===== src/hold_modify_color_line_decoder_assert.svh =====
// Assertion macros for the hold-and-modify line decoder.
// Users must have clk and rst in scope; rst disables the check.
`ifndef HOLD_MODIFY_COLOR_LINE_DECODER_ASSERT_SVH
`define HOLD_MODIFY_COLOR_LINE_DECODER_ASSERT_SVH

// Same-cycle implication
`define HMCL_ASSERT_IMP(name, ante, cons) \
  name: assert property (@(posedge clk) disable iff (rst) (ante) |-> (cons)) \
    else $error("hmcl assertion failed");

// Next-cycle implication
`define HMCL_ASSERT_NEXT(name, ante, cons) \
  name: assert property (@(posedge clk) disable iff (rst) (ante) |=> (cons)) \
    else $error("hmcl assertion failed");

`endif


===== src/hmcl_pkg.sv =====
// Shared types and constants for the hold-and-modify line decoder.
// No dependencies; used by every module of the block.
`default_nettype none
package hmcl_pkg;
  localparam int PALETTE_DEPTH = 256;
  localparam int PAL_AW        = $clog2(PALETTE_DEPTH);
  localparam int NUM_BASE      = 8;
  localparam int BASE_SEL_W    = 3;
  localparam int IDX_W         = 8;
  localparam int RGB_W         = 24;
  localparam int CH_W          = 8;
  localparam int OP_W          = 6;
  localparam int CFG_AW        = 5;
  localparam int CFG_DW        = 32;

  // Item command codes
  typedef enum logic [1:0] {
    CMD_PAL_WRITE = 2'd0,
    CMD_START     = 2'd1,
    CMD_DATA      = 2'd2
  } cmd_t;

  // Action field, bits 5:3 of a 6-bit op
  localparam logic [2:0] OP_LOAD  = 3'b000;
  localparam logic [2:0] OP_BLEND = 3'b001;

  // Channel field, bits 5:4 of an add op
  localparam logic [1:0] CH_RED   = 2'b01;
  localparam logic [1:0] CH_GREEN = 2'b10;

  typedef logic [NUM_BASE-1:0][IDX_W-1:0] base_idx_t;

  // One issued output slot, travelling with the registered palette read
  typedef struct packed {
    logic            valid;
    logic            start;  // start-line load, no pixel
    logic            first;  // first copy of a pixel: apply the op
    logic            last;   // final pixel of the item
    logic            zero;   // palette index beyond depth
    logic [OP_W-1:0] op;
  } slot_t;
endpackage
`default_nettype wire


===== src/hmcl_cfg.sv =====
// APB register file holding the eight base colour palette indexes.
// Depends on hmcl_pkg.
`default_nettype none
module hmcl_cfg (
  input  logic                        clk,
  input  logic                        rst,
  input  logic                        psel,
  input  logic                        penable,
  input  logic                        pwrite,
  input  logic [hmcl_pkg::CFG_AW-1:0] paddr,
  input  logic [hmcl_pkg::CFG_DW-1:0] pwdata,
  output logic [hmcl_pkg::CFG_DW-1:0] prdata,
  output logic                        pready,
  output hmcl_pkg::base_idx_t         base_index
);
  import hmcl_pkg::*;

  logic                  wr_en;
  logic [BASE_SEL_W-1:0] reg_sel;

  // Decode word address
  assign reg_sel = paddr[CFG_AW-1:2];
  assign wr_en   = psel && penable && pwrite;
  assign pready  = 1'b1;

  // Hold register values
  always_ff @(posedge clk) begin
    if (rst) begin
      base_index <= '0;
    end else if (wr_en) begin
      base_index[reg_sel] <= pwdata[IDX_W-1:0];
    end
  end

  // Read back
  assign prdata = CFG_DW'(base_index[reg_sel]);
endmodule
`default_nettype wire


===== config.mk =====
export PLATFORM = sky130hd
export DESIGN_NAME = hmcl_cfg
export DESIGN_NICKNAME = d
export VERILOG_FILES = /design/src/hold_modify_color_line_decoder_assert.svh /design/src/hmcl_pkg.sv /design/src/hmcl_cfg.sv
export SDC_FILE = /design/constraint.sdc
export NUM_CORES = 1
export LEC_CHECK = 0
export BUFFER_PORTS_ARGS = -buffer_cell sky130_fd_sc_hd__buf_2
export CAP_MARGIN = 15
export CORE_MARGIN = 2
export CORE_UTILIZATION = 45
export DETAILED_ROUTE_END_ITERATION = 10
export PLACE_DENSITY = 0.76
export SKIP_LAST_GASP = 1
export SLEW_MARGIN = 25
export SYNTH_ARGS = -nofsm -noshare
export SYNTH_HDL_FRONTEND = slang
export SYNTH_SLANG_ARGS = --single-unit
export TNS_END_PERCENT = 5

===== constraint.sdc =====
create_clock -name clk -period 1.35 [get_ports clk]
set_input_delay 0.0675 -clock clk [delete_from_list [all_inputs] [get_ports clk]]
set_output_delay 0.0675 -clock clk [all_outputs]
set_load 0.01 [all_outputs]

# Yosys cells after proc, flatten, opt, wreduce, memory -nomap -nowiden
# Cells that the tools add are included.
[totals] inputBits=42 reg_bits=64
[op_classes] reduce_logical=3 n_lt_le_gt_ge=2 muxes=5
[ops] cell="bitwise mux 64 bit" n=1
[ops] cell="binary-select mux 8 bit (select 3 bit)" n=1
[ops] cell="demux 8 bit (select 3 bit)" n=1
[ops] cell="two-way mux 8 bit" n=2
[ops] cell="< comparator 3 x 4 -> 1 bit, second input constant" n=1
[ops] cell="greater-or-equal comparator 3 x 1 -> 1 bit, second input constant" n=1
[ops] cell="logical AND 1 bit" n=3

# Longest topological paths before layout
[logic_depth] depth_word=5 depth_mapped=5 ltp_nobuf=3

# Worst setup path before layout
# Ideal clock, no wire load.
[synth_timing] path_kind="flip-flop to output port" from="reg base_index[41] in the netlist's numbering" to="out prdata[1] in the netlist's numbering" t_arrival_ns=1.106 t_required_ns=1.283 slack_ns=0.177 path_stages_with_launch=3 path_buffers=0 path_cell_list="dfxtp_1 mux4_1 mux2_2"
[synth_between] elab_chain_cells=2
[synth_rtl] item="start, declared" line="hmcl_cfg.sv:14" text="output hmcl_pkg::base_idx_t base_index"
[synth_rtl] item="start signal, assigned by index" line="hmcl_cfg.sv:31" text="base_index[reg_sel] <= pwdata[IDX_W-1:0];"
[synth_rtl] item="binary-select mux 8 bit (select 3 bit)" line="hmcl_cfg.sv:36" text="assign prdata = CFG_DW'(base_index[reg_sel]);"
[synth_rtl] item="two-way mux 8 bit (implied by the code)" line="hmcl_cfg.sv:36"
[synth_rtl] item="end, declared" line="hmcl_cfg.sv:12" text="output logic [hmcl_pkg::CFG_DW-1:0] prdata,"
# No other way between the ends. The select of a mux whose other input is x is not followed.

# Worst setup path in the final report
[layout_timing] from="reg base_index[50] in the netlist's numbering" to="out prdata[2] in the netlist's numbering"
# Same word-level chain as after synthesis.

==> flow_summary.json <==
{
  "min_period_over_period_pct": 118,
  "cts_max_level": 3,
  "period_needed_ns": 1.60,
  "synth_compound_area_share_pct": 3.33,
  "fin_setup_tns_ns": -1.77,
  "hold-worst-slack_ns": 0.0221,
  "violations": "negative setup slack",
  "syn_avg_cell_area_um2": 10.9,
  "synthArstFlopShare_pct": 0,
  "io_pins": 139,
  "pre_cts_ws_ns": -0.203,
  "drive_gt1_share_pct": 46.0,
  "total_leakage_power_nw": 2.26,
  "clk_pin_slew_worst_paths_ns": 0.07,
  "synthFlopType": "dfxtp_1",
  "gp_congestion": 0.830,
  "viasPerCell": 5.09,
  "hold_start": "pwdata[2]",
  "placedCellCount": 506,
  "max_cap_violations": 0,
  "clock-root-buffer": "clkbuf_8",
  "drtAntennaViolNets": 0,
  "ys_ff_latch": 64,
  "slew_headroom_pct": 65.9,
  "synth_mux_area_share_pct": 31.1,
  "synth_top_family_by_area": "multiplexers",
  "drt-total-wl_mm": 9.06,
  "grt_pass1_vias": 2692,
  "hpwl_mm": 6.28,
  "grt_overflow": 0,
  "synthTopCellsByArea": "dfxtp_1 (39%), mux2i_1 (18%), nand2b_1 (13%)",
  "yosysUniqueCellTypes": 29,
  "hold_depth": 3,
  "ys_seq_area_share_pct": 39.2,
  "post_dp_cell_area_um2": 3940,
  "cts_tree": "yes",
  "die_area_um2": 7970,
  "vias": 2749,
  "grt_max_degree": 30,
  "grt_use_total_pct": 23.5,
  "syn_area_um2": 3270,
  "setup_violations": 8,
  "fin_util_pct": 60.3,
  "cpMaxStageDelayCell": "mux4_2",
  "crit_chain": "mux4_2 > mux2_4 > buf_6",
  "rows": 31,
  "die_x_um": 89.3,
  "fin_nets": 480,
  "largest_reg_flops": 64,
  "synth-simple-area-share_pct": 17.5,
  "synth_fa_ha_area_share_pct": 0,
  "drtIter0Drc": 92,
  "yosys.area_share.xor_xnor_pct": 0,
  "drt-wirelength-per-cell_um": 16.8,
  "crit_path_start": "base_index[50]",
  "fmax_mhz": 625,
  "initial_core_util_pct": 45.8,
  "final_cell_count_no_fill": 540,
  "die_y_um": 89.3,
  "antenna_found_initial": 0,
  "drc_errors": 0,
  "timing.rr.start": "base_index[10]",
  "synth_warnings": 0,
  "synth_top_cell_by_area": "dfxtp_1",
  "netlist_instances": 301,
  "worst_slack_ns": -0.250,
  "synth_edf_count": 0,
  "cpPeakStageDelay_ns": 0.45,
  "reg.largest.list": "base_index (64)",
  "firstDrtPassIters": 4,
  "power.total_mw": 3.65,
  "crit_arrival_ns": 1.53,
  "drv_slew": 0,
  "finalClockSkew_ns": 0,
  "cts_buffer_depth": 2,
  "crit_path_start_kind": "register",
  "finalHoldViolations": 0,
  "p_per_area_nw_per_um2": 847,
  "status": "finished, violations left",
  "vdd_drop_max_mv": 0.431,
  "max_flop_register": "base_index",
  "core_area_um2": 7140,
  "rsz0062_at_grt": "true",
  "grt_first_pass_wirelength_mm": 13.9,
  "tightestPinTransition_ns": 0.511,
  "io_buffers": 87,
  "crit_fanout": 2,
  "path_class": "register to output pin",
  "reg2reg_depth": 3,
  "hp-class": "input port to register",
  "cts_sinks": 64,
  "syn_to_final_growth_pct": 31.5,
  "insertion_delay_ns": 0.34,
  "synth_top_area_share_pct": 39.2,
  "required_ns": 1.28,
  "postLayoutCellArea_um2": 4300,
  "antennaDiodeCount": 0,
  "endpoint_kind": "output pin",
  "cts_made_buffers": 9
}
-- worst paths after layout --
| kind | to | slack [ns] |
|---|---|---|
| max | prdata[2] | -0.25 |
| min | base_index[10] | 0.02 |
| min reg2reg | base_index[52] | 0.48 |
| max reg2reg | base_index[10] | 0.57 |
-- metal layers --
metal	track usage [%]	up-vias	part of all wire, %
li1	-	1275	-
met1	30.2	1307	43
met2	37.8	141	47
met3	5.08	26	6.5
met4	10.7	0	2.7
met5	0	-	0
-- Yosys cell counts, types with 2 or more instances --
master and count:
nand2b_1 66, dfxtp_1 64, mux2i_1 58, buf_4 26, mux4_1 11, buf_2 9, o21ai_0 9, a21oi_1 8
clkbuf_1 8, nand3_1 8, mux2_2 7, nand2_2 4, mux4_2 3, conb_1 2, nand3_2 2, nor2b_1 2
nor3b_1 2
-- power breakdown --
| group | switching (mW) | internal (mW) | total, mW |
|---|---|---|---|
| combinational | 0.205 | 0.161 | 0.367 |
| sequential | 0.00998 | 1.90 | 1.91 |
| clock | 0.671 | 0.695 | 1.37 |
| total | 0.887 | 2.76 | 3.65 |
-- repair_timing --
item / 4_1_cts / 5_1_grt
hold buffers: 7 / 0
gates cloned: 0 / 0
endpoints found under the setup margin: 8 / 8
endpoints found under the hold margin: 7 / 0
gates resized for setup: 47 / 0
buffers inserted: 13 / 0
-- logic make-up after synthesis --
group / after synthesis
flip-flops: 64
multiplexers: 79
AO/OA/AOI/OAI: 20
AND/OR/NAND/NOR: 91
buffers and inverters: 45
other: 2
-- cells in the final DEF (no fill, tap or decap), drive strengths merged, types with 5 or more instances in the layout --
cell type and count:
dfxtp 64, mux2i 58, a21oi 8, clkbuf 13, conb 25, dlygate4sd3 7
mux4 14, mux2 7, nand2b 66, nand3 10, o21ai 9, buf 140
nand2 5
-- final cells by class --
type	count	area (µm²)
multi-input combinational	215	1770
clock buffer	13	149
clock inverter	1	5.00
fill	619	2830
inverter	1	3.75
timing repair buffer	147	941
sequential	64	1310
tap	99	124
-- critical path, delay by kind of cell, from the launching register on --
| family | cells | cell delay [ns] |
|---|---|---|
| multiplexers | 2 | 0.74 |
| flip-flops | 1 | 0.33 |
| buffers and inverters | 1 | 0.12 |
(Power assumes the default switching activity.)
