File: src/hold_modify_color_line_decoder_assert.svh
// Assertion macros for the hold-and-modify line decoder.
// Users must have clk and rst in scope; rst disables the check.
`ifndef HOLD_MODIFY_COLOR_LINE_DECODER_ASSERT_SVH
`define HOLD_MODIFY_COLOR_LINE_DECODER_ASSERT_SVH

// Same-cycle implication
`define HMCL_ASSERT_IMP(name, ante, cons) \
  name: assert property (@(posedge clk) disable iff (rst) (ante) |-> (cons)) \
    else $error("hmcl assertion failed");

// Next-cycle implication
`define HMCL_ASSERT_NEXT(name, ante, cons) \
  name: assert property (@(posedge clk) disable iff (rst) (ante) |=> (cons)) \
    else $error("hmcl assertion failed");

`endif

File: src/hmcl_pkg.sv
// Shared types and constants for the hold-and-modify line decoder.
// No dependencies; used by every module of the block.
`default_nettype none
package hmcl_pkg;
  localparam int PALETTE_DEPTH = 256;
  localparam int PAL_AW        = $clog2(PALETTE_DEPTH);
  localparam int NUM_BASE      = 8;
  localparam int BASE_SEL_W    = 3;
  localparam int IDX_W         = 8;
  localparam int RGB_W         = 24;
  localparam int CH_W          = 8;
  localparam int OP_W          = 6;
  localparam int CFG_AW        = 5;
  localparam int CFG_DW        = 32;

  // Item command codes
  typedef enum logic [1:0] {
    CMD_PAL_WRITE = 2'd0,
    CMD_START     = 2'd1,
    CMD_DATA      = 2'd2
  } cmd_t;

  // Action field, bits 5:3 of a 6-bit op
  localparam logic [2:0] OP_LOAD  = 3'b000;
  localparam logic [2:0] OP_BLEND = 3'b001;

  // Channel field, bits 5:4 of an add op
  localparam logic [1:0] CH_RED   = 2'b01;
  localparam logic [1:0] CH_GREEN = 2'b10;

  typedef logic [NUM_BASE-1:0][IDX_W-1:0] base_idx_t;

  // One issued output slot, travelling with the registered palette read
  typedef struct packed {
    logic            valid;
    logic            start;  // start-line load, no pixel
    logic            first;  // first copy of a pixel: apply the op
    logic            last;   // final pixel of the item
    logic            zero;   // palette index beyond depth
    logic [OP_W-1:0] op;
  } slot_t;
endpackage
`default_nettype wire

File: src/hmcl_exec.sv
// Colour update stage and output register of the line decoder.
// Depends on hmcl_pkg and the assertion macro header.
`default_nettype none
`include "hold_modify_color_line_decoder_assert.svh"
module hmcl_exec (
  input  logic                       clk,
  input  logic                       rst,
  input  hmcl_pkg::slot_t            slot,
  input  logic [hmcl_pkg::RGB_W-1:0] pal_rdata,
  output logic                       take,
  output logic                       out_valid,
  input  logic                       out_ready,
  output logic [hmcl_pkg::RGB_W-1:0] pixel_rgb,
  output logic                       last_pixel
);
  import hmcl_pkg::*;

  logic [RGB_W-1:0] running;
  logic [RGB_W-1:0] pal;
  logic [RGB_W-1:0] new_color;

  function automatic logic [RGB_W-1:0] apply_op(input logic [OP_W-1:0] op,
                                                input logic [RGB_W-1:0] cur,
                                                input logic [RGB_W-1:0] base);
    logic [CH_W-1:0]  step;
    logic [CH_W:0]    sum;
    logic [RGB_W-1:0] res;
    step = {op[3], op[3:0], 3'b000};
    res  = cur;
    sum  = '0;
    unique case (op[5:3])
      OP_LOAD: res = base;
      OP_BLEND: begin
        for (int c = 0; c < 3; c++) begin
          sum = {1'b0, cur[c*CH_W +: CH_W]} + {1'b0, base[c*CH_W +: CH_W]};
          res[c*CH_W +: CH_W] = sum[CH_W:1];
        end
      end
      default: begin
        // Wrapping add to the selected channel
        case (op[5:4])
          CH_RED:   res[CH_W-1:0]        = cur[CH_W-1:0] + step;
          CH_GREEN: res[2*CH_W-1:CH_W]   = cur[2*CH_W-1:CH_W] + step;
          default:  res[3*CH_W-1:2*CH_W] = cur[3*CH_W-1:2*CH_W] + step;
        endcase
      end
    endcase
    return res;
  endfunction

  // Indexes beyond the palette read as black
  assign pal       = slot.zero ? '0 : pal_rdata;
  assign new_color = apply_op(slot.op, running, pal);
  assign take      = slot.valid && (!out_valid || out_ready);

  // Update running colour and output valid
  always_ff @(posedge clk) begin
    if (rst) begin
      running   <= '0;
      out_valid <= 1'b0;
    end else begin
      if (take && slot.start) begin
        running <= pal;
      end else if (take && slot.first) begin
        running <= new_color;
      end
      if (take && !slot.start) begin
        out_valid <= 1'b1;
      end else if (out_ready) begin
        out_valid <= 1'b0;
      end
    end
  end

  // Load output pixel
  always_ff @(posedge clk) begin
    if (take && !slot.start) begin
      pixel_rgb  <= slot.first ? new_color : running;
      last_pixel <= slot.last;
    end
  end

  `HMCL_ASSERT_NEXT(a_data_shows, take && !slot.start, out_valid)
  `HMCL_ASSERT_NEXT(a_repeat_holds, take && !slot.start && !slot.first, pixel_rgb == $past(running))
  `HMCL_ASSERT_NEXT(a_start_loads, take && slot.start, running == $past(pal))
endmodule
`default_nettype wire

File: config.mk
export PLATFORM = sky130hd
export DESIGN_NAME = hmcl_exec
export DESIGN_NICKNAME = d
export VERILOG_FILES = /design/src/hmcl_pkg.sv /design/src/hmcl_exec.sv
export VERILOG_INCLUDE_DIRS = /design/src /design/src/src
export SDC_FILE = /design/constraint.sdc
export NUM_CORES = 1
export LEC_CHECK = 0
export BUFFER_PORTS_ARGS = -buffer_cell sky130_fd_sc_hd__buf_2
export CAP_MARGIN = 5
export CORE_MARGIN = 4
export CORE_UTILIZATION = 49
export CTS_CLUSTER_DIAMETER = 60
export DETAILED_ROUTE_END_ITERATION = 16
export PLACE_DENSITY = 0.79
export SLEW_MARGIN = 20
export SYNTH_ARGS = -nofsm -noshare
export SYNTH_HDL_FRONTEND = slang
export SYNTH_SLANG_ARGS = --single-unit
export TNS_END_PERCENT = 5
File: constraint.sdc
create_clock -name clk -period 2.29 [get_ports clk]
set_input_delay 0.1145 -clock clk [delete_from_list [all_inputs] [get_ports clk]]
set_output_delay 0.1145 -clock clk [all_outputs]
set_load 0.02 [all_outputs]
Yosys cells after proc, flatten, opt, wreduce, memory -nomap -nowiden
Cells that the tools add are included.
Word-level totals
  register bits after elaboration: 50
  input bits: 38
  output and inout port bits: 27
  logic and storage cells: 34
Operators by class
  add/subtract/negate cells: 6
  equal/unequal tests: 3
  multiplexer cells: 10
  reduce and logical (&&, ||, !) cells: 11
Operator list (count)
  $mux 24: 4
  $pmux 24 s2: 1
  $add 8x8->9: 3
  $add 8x8->8: 3
  $mux 8: 3
  $logic_and 1x1->1: 4
  $reduce_bool 2->1: 2
  $eq 3x1->1 const B: 1
  $logic_not 3->1: 1
  $eq 2x1->1 const B: 1
  $eq 2x2->1 const B: 1
  $logic_not 1->1: 2
  $mux 1: 2
  $reduce_or 2->1: 1
  $logic_or 1x1->1: 1

Logic depth before layout (Yosys ltp)
Gate-level depths: netlist of run 1.
  depth after elaboration: 6
  mapped depth: 12
  gate-level depth less buffers: 9

Worst setup path after synthesis of run 1
Ideal clock, no wire load.
  path type: input port to flip-flop
  start: in slot[6] (netlist name)
  end: reg pixel_rgb[3] (netlist name) (data pin)
  setup time: 0.257 ns
  arrival time: 2.093 ns
  data required time: 2.033 ns
  setup slack: -0.060 ns
  cell stages on the path: 10
  buffers on the path: 2
  cells stage by stage: buf_4 inv_1 clkbuf_1 nand2_1 xnor2_1 ha_1 nor2_1 a21oi_1 or4_1 a32o_1
On the way
  word-level cells in the longest chain between the ends: 4
Ends and longest elaborated chain
  start: declaration: line hmcl_exec.sv:8  | input hmcl_pkg::slot_t slot,
  $mux 24 *: line hmcl_exec.sv:52  | assign pal = slot.zero ? '0 : pal_rdata;
  $add 8x8->9: line hmcl_exec.sv:35  | sum = {1'b0, cur[c*CH_W +: CH_W]} + {1'b0, base[c*CH_W +: CH_W]};
  $pmux 24 s2 *: line hmcl_exec.sv:31  | unique case (op[5:3])
  $mux 24 *: line hmcl_exec.sv:78  | pixel_rgb <= slot.first ? new_color : running;
  end signal: assignment: line hmcl_exec.sv:78
  end: declaration: line hmcl_exec.sv:13  | output logic [hmcl_pkg::RGB_W-1:0] pixel_rgb,
Mark *: on every way between the ends. The rest lies on a longest branch, timed or not.
A chain may end at the register's enable or synchronous reset.

Final worst setup path of run 1
  start: reg running[3]
  end: reg pixel_rgb[7] (netlist name) (data pin)
On the way
  word-level cells in the longest chain between the ends: 4
  elaborated cells between the ends (all ways): 5
  classes of those cells: 2 x add/sub; 3 x mux
Ends and longest elaborated chain
  start: declaration: line hmcl_exec.sv:18  | logic [RGB_W-1:0] running;
  start signal: assignment: line hmcl_exec.sv:63  | running <= pal;
  start signal: assignment: line hmcl_exec.sv:65  | running <= new_color;
  $add 8x8->8: line hmcl_exec.sv:42  | CH_RED: res[CH_W-1:0] = cur[CH_W-1:0] + step;
  $mux 8: line hmcl_exec.sv:41  | case (op[5:4])
  $pmux 24 s2 *: line hmcl_exec.sv:31
  $mux 24 *: line hmcl_exec.sv:78
Marks and branches as above.

==> flow_metrics.env, run 1 <==
export IMPL_yosys_cell_count_top_type="nor2_1"
export IMPL_max_slew_worst_pin_slew_ns=0.892
export IMPL_hold_path_class="in -> reg"
export IMPL_die_x_um=107
export IMPL_antenna_found_initial=1
export IMPL_seq_area_frac_synth_pct=26.3
export IMPL_cts_setup_buffers=0
export IMPL_outcome="complete, no violations"
export IMPL_setup_viol=0
export IMPL_worst_hold_slack_ns=0.0725
export IMPL_fin_nets=749
export IMPL_grt_max_degree=38
export IMPL_async_flop_share_pct=0
export IMPL_slew_viol_final=0
export IMPL_cts_buffers_inserted=5
export IMPL_power_density_nw_per_um2=484
export IMPL_crit_chain="ha_1 -> fa_2 -> a21o_1 -> a21oi_2 -> o21ai_0 -> a21o_1 -> o22ai_1 -> a31oi_1"
export IMPL_cpMostUsedCell="a21o_1"
export IMPL_pre_cts_ws_ns=-0.0293
export IMPL_ys_flop_type="edfxtp_1"
export IMPL_grt_pass1_wl_mm=24.3
export IMPL_ys_ff_latch=50
export IMPL_cts_root_buf="clkbuf_8"
export IMPL_io_pins=65
export IMPL_synth_edf_count=25
export IMPL_io_buffers=64
export IMPL_crit_slowest_cell="fa_2"
export IMPL_syn_to_final_growth_pct=16.9
export IMPL_multi_input_area_um2=3250
export IMPL_dp_hpwl_mm=11.1
export IMPL_regArea_um2=1250
export IMPL_clk_latency_ns=0.31
export IMPL_yosys_top_cells_count="nor2_1 (74), a21oi_1 (66), nand2_1 (55)"
export IMPL_yosysUniqueCellTypes=70
export IMPL_p_leak_nw=2.21
export IMPL_synth_area_top_cells="edfxtp_1 (16%), dfxtp_1 (11%), a21oi_1 (6.9%)"
export IMPL_track_usage_pct=26.6
export IMPL_maxCapViolations=0
export IMPL_die_area_um2=11400
export IMPL_drc=0
export IMPL_crit_fanout=3
export IMPL_globalplace_congestion=0.929
export IMPL_grt_pass1_vias=4881
export IMPL_synthesis_nets=682
export IMPL_fin_crit_sh_pct=95.9
export IMPL_finClkSkew_ns=0.00648
export IMPL_cts_tree="done"
export IMPL_die_h_um=107
export IMPL_core_um2=9330
export IMPL_timing_critical_path_arrival_ns=2.24
export IMPL_slew_limit_headroom_pct=40.5
export IMPL_drtIter0Drc=407
export IMPL_wl_per_cell_um=18.7
export IMPL_yosysWarningCount=0
export IMPL_overflow=0
export IMPL_cts_buffer_depth=2
export IMPL_synth_cells=618
export IMPL_viasPerCell=6.37
export IMPL_diodes=0
export IMPL_synth_area_um2=4760
export IMPL_post_route_util_pct=59.7
export IMPL_antenna_left=0
export IMPL_layout_drive_gt1_share_pct=20.7
export IMPL_htreeDepth=2
export IMPL_cts_sinks=50
export IMPL_rows=35
export IMPL_wl_mm=15.2
export IMPL_via_count=5191
export IMPL_fillers=848
export IMPL_synth_top_area_cell="edfxtp_1"
export IMPL_cpPeakStageDelay_ns=0.37
export IMPL_initial_core_util_pct=51.0
export IMPL_final_setup_worst_slack_ns=0.0939
export IMPL_critPathKind="reg -> reg"
export IMPL_max_vdd_ir_drop_mv=0.274
export IMPL_cp_start_kind="register"
export IMPL_clkSlewWorstSetupHoldPaths_ns=0.10
export IMPL_syn_avg_cell_area_um2=7.70
export IMPL_required_ns=2.34
export IMPL_yosys_area_top_type_share_pct=15.8
export IMPL_fmax_mhz=455
export IMPL_hold_violations=0
export IMPL_finalCriticalPeriod_ns=2.20
export IMPL_dr_pass1_iters=6
export IMPL_critPathCaptureType="register"
==> kinds of logic (layout without fill, tap and decap cells) <==
kind of cell | Yosys count | in the layout | synth area share (%)
xor gates and xnor gates | 34 | 34 | 6.26
buffers and inverters | 73 | 141 | 6.41
muxes | 14 | 14 | 3.00
adders and majority gates | 27 | 27 | 7.54
AOI/OAI and AO/OA | 220 | 220 | 30.8
and+or+nand+nor | 200 | 200 | 19.7
DFF | 50 | 50 | 26.3
==> critical path, delay by kind of cell (launching register included) <==
family | cells | cell delay (ns)
adders and majority gates | 2 | 0.59
DFF | 1 | 0.33
AOI/OAI and AO/OA | 6 | 1.03
==> stage by stage <==
step | total power [W] | setup TNS, ns | cell area (µm²) | cells
4_1_cts | 0.00268 | 0 | 5530 | 815
3_5_place_dp | 0.00193 | -0.0512 | 5380 | 806
6_report | 0.00269 | 0 | 5570 | 815
5_1_grt | 0.00283 | -0.0170 | 5570 | 815
2_1_floorplan | 0.00165 | -0.0334 | 4760 | 618
3_3_place_gp | 0.00190 | 0 | 5380 | 806
==> per-layer routing <==
layer  global-route usage [%]  up-vias  share of wire (%)
met4                     11.3        2                4.2
met2                     43.7      299                 46
met3                     4.15       64                9.8
met5                        0        -              0.079
li1                         -     2409                  -
met1                     34.6     2417                 40
==> registers in the layout, summed over array words and instances, names as in the netlist <==
name	cells
pixel_rgb	24
running	24
last_pixel	1
out_valid	1
==> area by class of cell <==
type | instances | area share, %
Sequential cell | 50 | 22.5
Tap cell | 129 | 2.90
Inverter | 22 | 1.48
Timing Repair Buffer | 111 | 12.4
Clock buffer | 5 | 1.24
Multi-Input combinational cell | 495 | 58.4
Clock inverter | 3 | 1.15
==> worst paths after layout <==
check / start / end / cells after the start / slack [ns]
min: slot[10] / out_valid / 3 / 0.07
max: running[3] / pixel_rgb[7] / 8 / 0.09
min reg2reg: out_valid / out_valid / 2 / 0.54
max reg2reg: running[3] / pixel_rgb[7] / 8 / 0.09
==> timing repair <==
item	in CTS	in global routing
endpoints found under the setup margin	1	6
resized for setup	1	9
endpoints found under the hold margin	1	0
pin swaps	0	4
hold buffers	1	0
==> cell usage in the layout, fill, tap and decap left out, drive strengths merged, types with 12 or more instances in the layout <==
cell / Yosys / layout
buf: 22 / 110
nor2: 74 / 74
a21oi: 66 / 66
nand2: 55 / 55
o21ai: 38 / 38
xnor2: 32 / 32
edfxtp: 25 / 25
dfxtp: 25 / 25
ha: 23 / 23
inv: 21 / 21
o211ai: 14 / 14
a31oi: 13 / 13
mux2i: 12 / 12
a211oi: 12 / 12
nor3: 12 / 12
==> power breakdown <==
part           switching [W]  leakage [nW]  internal (W)
Sequential         0.0000381         0.443       0.00100
Combinational       0.000544          1.70      0.000358
Clock               0.000317        0.0658      0.000433
No activity file was read; power rests on OpenSTA's default activity.
==> inputs of run 2 (changes only) <==
CORE_ASPECT_RATIO = 1.75   (was default)
HOLD_SLACK_MARGIN = 0.08   (was default)
==> flow_metrics.env, run 2 (synthesis results as in run 1) <==
export IMPL_outcome="complete, no violations"
export IMPL_cts_tree="done"
export IMPL_p_leak_nw=2.24
export IMPL_fin_crit_sh_pct=95.8
export IMPL_core_um2=9470
export IMPL_drc=0
export IMPL_rrSetupSlack_ns=0.1
export IMPL_die_h_um=138
export IMPL_grt_pass1_wl_mm=24.7
export IMPL_syn_to_final_growth_pct=18.2
export IMPL_place_area_um2=5390
export IMPL_viasPerCell=6.50
export IMPL_overflow=0
export IMPL_pre_cts_ws_ns=-0.0265
export IMPL_clk_latency_ns=0.31
export IMPL_timing_critical_path_arrival_ns=2.37
export IMPL_max_slew_worst_pin_slew_ns=0.606
export IMPL_finClkSkew_ns=0.0130
export IMPL_cp_start_kind="register"
export IMPL_diodes=0
export IMPL_dp_cells=802
export IMPL_layout_drive_gt1_share_pct=21.6
export IMPL_hold_path_class="in -> reg"
export IMPL_r2r_start="running[1]"
export IMPL_fmax_mhz=456
export IMPL_antenna_found_initial=0
export IMPL_critPathKind="reg -> reg"
export IMPL_top_regs="pixel_rgb (24), running (24)"
export IMPL_die_x_um=82.5
export IMPL_setup_viol=0
export IMPL_track_usage_pct=27.8
export IMPL_crit_start="running[1]"
export IMPL_fillers=871
export IMPL_regArea_um2=1250
export IMPL_via_count=5274
export IMPL_multi_input_area_um2=3260
export IMPL_finalInstanceArea_um2=5630
export IMPL_globalplace_congestion=0.961
export IMPL_initial_core_util_pct=50.3
export IMPL_cts_buffer_depth=2
export IMPL_io_pins=65
export IMPL_final_setup_worst_slack_ns=0.0958
export IMPL_finalNonFillerCells=812
export IMPL_slew_limit_headroom_pct=59.6
export IMPL_die_area_um2=11400
export IMPL_layout_common_cells="nor2_1 (73), a21oi_1 (64), buf_2 (64)"
export IMPL_drtIter0Drc=563
export IMPL_max_vdd_ir_drop_mv=0.355
export IMPL_grt_max_degree=38
export IMPL_finalCriticalPeriod_ns=2.19
export IMPL_fin_nets=753
export IMPL_grt_pass1_vias=5170
export IMPL_crit_fanout=7
export IMPL_cts_sinks=50
export IMPL_clkSlewWorstSetupHoldPaths_ns=0.07
export IMPL_maxCapViolations=0
export IMPL_layout_commonest_cell="nor2_1"
export IMPL_htreeDepth=2
export IMPL_antenna_left=0
export IMPL_endpoint="running[3]"
export IMPL_dp_hpwl_mm=11.7
export IMPL_power_density_nw_per_um2=507
export IMPL_rows=47
export IMPL_rr_endpoint="running[3]"
export IMPL_r2r_cells=7
export IMPL_wl_mm=16.0
export IMPL_wl_per_cell_um=19.7
export IMPL_dr_pass1_iters=7
export IMPL_hold_violations=0
export IMPL_required_ns=2.47
export IMPL_io_buffers=64
export IMPL_critPathCaptureType="register"
export IMPL_cts_buffers_inserted=5
export IMPL_slew_viol_final=0
export IMPL_cts_root_buf="clkbuf_16"
run 2: cell types whose count changed in the layout (fill, tap and decap cells not counted), moves of 3 or more:
cell       before  now
clkbuf_16       0    5
buf_4          45   49
clkbuf_8        5    0
dfxtp_1        25   22
dfxtp_2         0    3
run 2: repair_timing:
item / CTS / global route
endpoints found under the hold margin: 1 / 1
hold buffers: 1 / 1
setup buffers: 0 / 0
pin swaps: 0 / 3
setup endpoints to repair: 2 / 12
resized for setup: 1 / 14
run 2: worst min-delay path by stage:
stage / from / to / slack, ns / cells past startpoint
6_report: out_ready / out_valid / 0.15 / 3
3_3_place_gp: slot[7] / last_pixel / 0.29 / 1
3_5_place_dp: slot[7] / last_pixel / 0.30 / 1
4_1_cts: slot[10] / out_valid / 0.09 / 3
5_1_grt: out_ready / out_valid / 0.15 / 3
2_1_floorplan: slot[7] / last_pixel / 0.21 / 0
run 2: power by group:
part / internal, W / switching [W] / total [W]
registers: 0.00100 / 0.0000433 / 0.00105
clock network: 0.000518 / 0.000378 / 0.000896
logic: 0.000361 / 0.000550 / 0.000911
run 2: routing by layer:
metal  GRT usage (%)  wire (µm)  up-vias
met1            31.0       5650     2432
met2            46.3       7910      332
li1                -          -     2414
met4            19.8       1160        0
met5               0          0        -
met3            4.10       1270       96
run 2: area by class of cell:
cell class / instances / share of cell area (%)
clock buffer: 6 / 2.29
clock inverter: 2 / 0.667
multi-input combinational: 495 / 58.0
timing repair buffer: 115 / 12.6
sequential: 50 / 22.3
tap: 122 / 2.71
inverter: 22 / 1.47
run 2: worst max-delay path, stage by stage, from the launching register on:
cell	delay (ns)
dfxtp_1	0.50
xnor2_1	0.13
ha_1	0.24
nor2_1	0.17
a21oi_1	0.12
or4_1	0.50
a32oi_1	0.29
a211oi_1	0.13
run 2: stage by stage:
stage / setup TNS [ns] / power (W) / utilization, % / hold WS [ns]
2_1_floorplan: -0.0334 / 0.00165 / - / 0.213
3_3_place_gp: 0 / 0.00191 / 56.9 / 0.291
3_5_place_dp: -0.0490 / 0.00194 / 56.9 / 0.296
4_1_cts: -0.0193 / 0.00282 / 58.8 / 0.0861
5_1_grt: -0.00870 / 0.00297 / 59.4 / 0.154
6_report: 0 / 0.00285 / 59.4 / 0.151
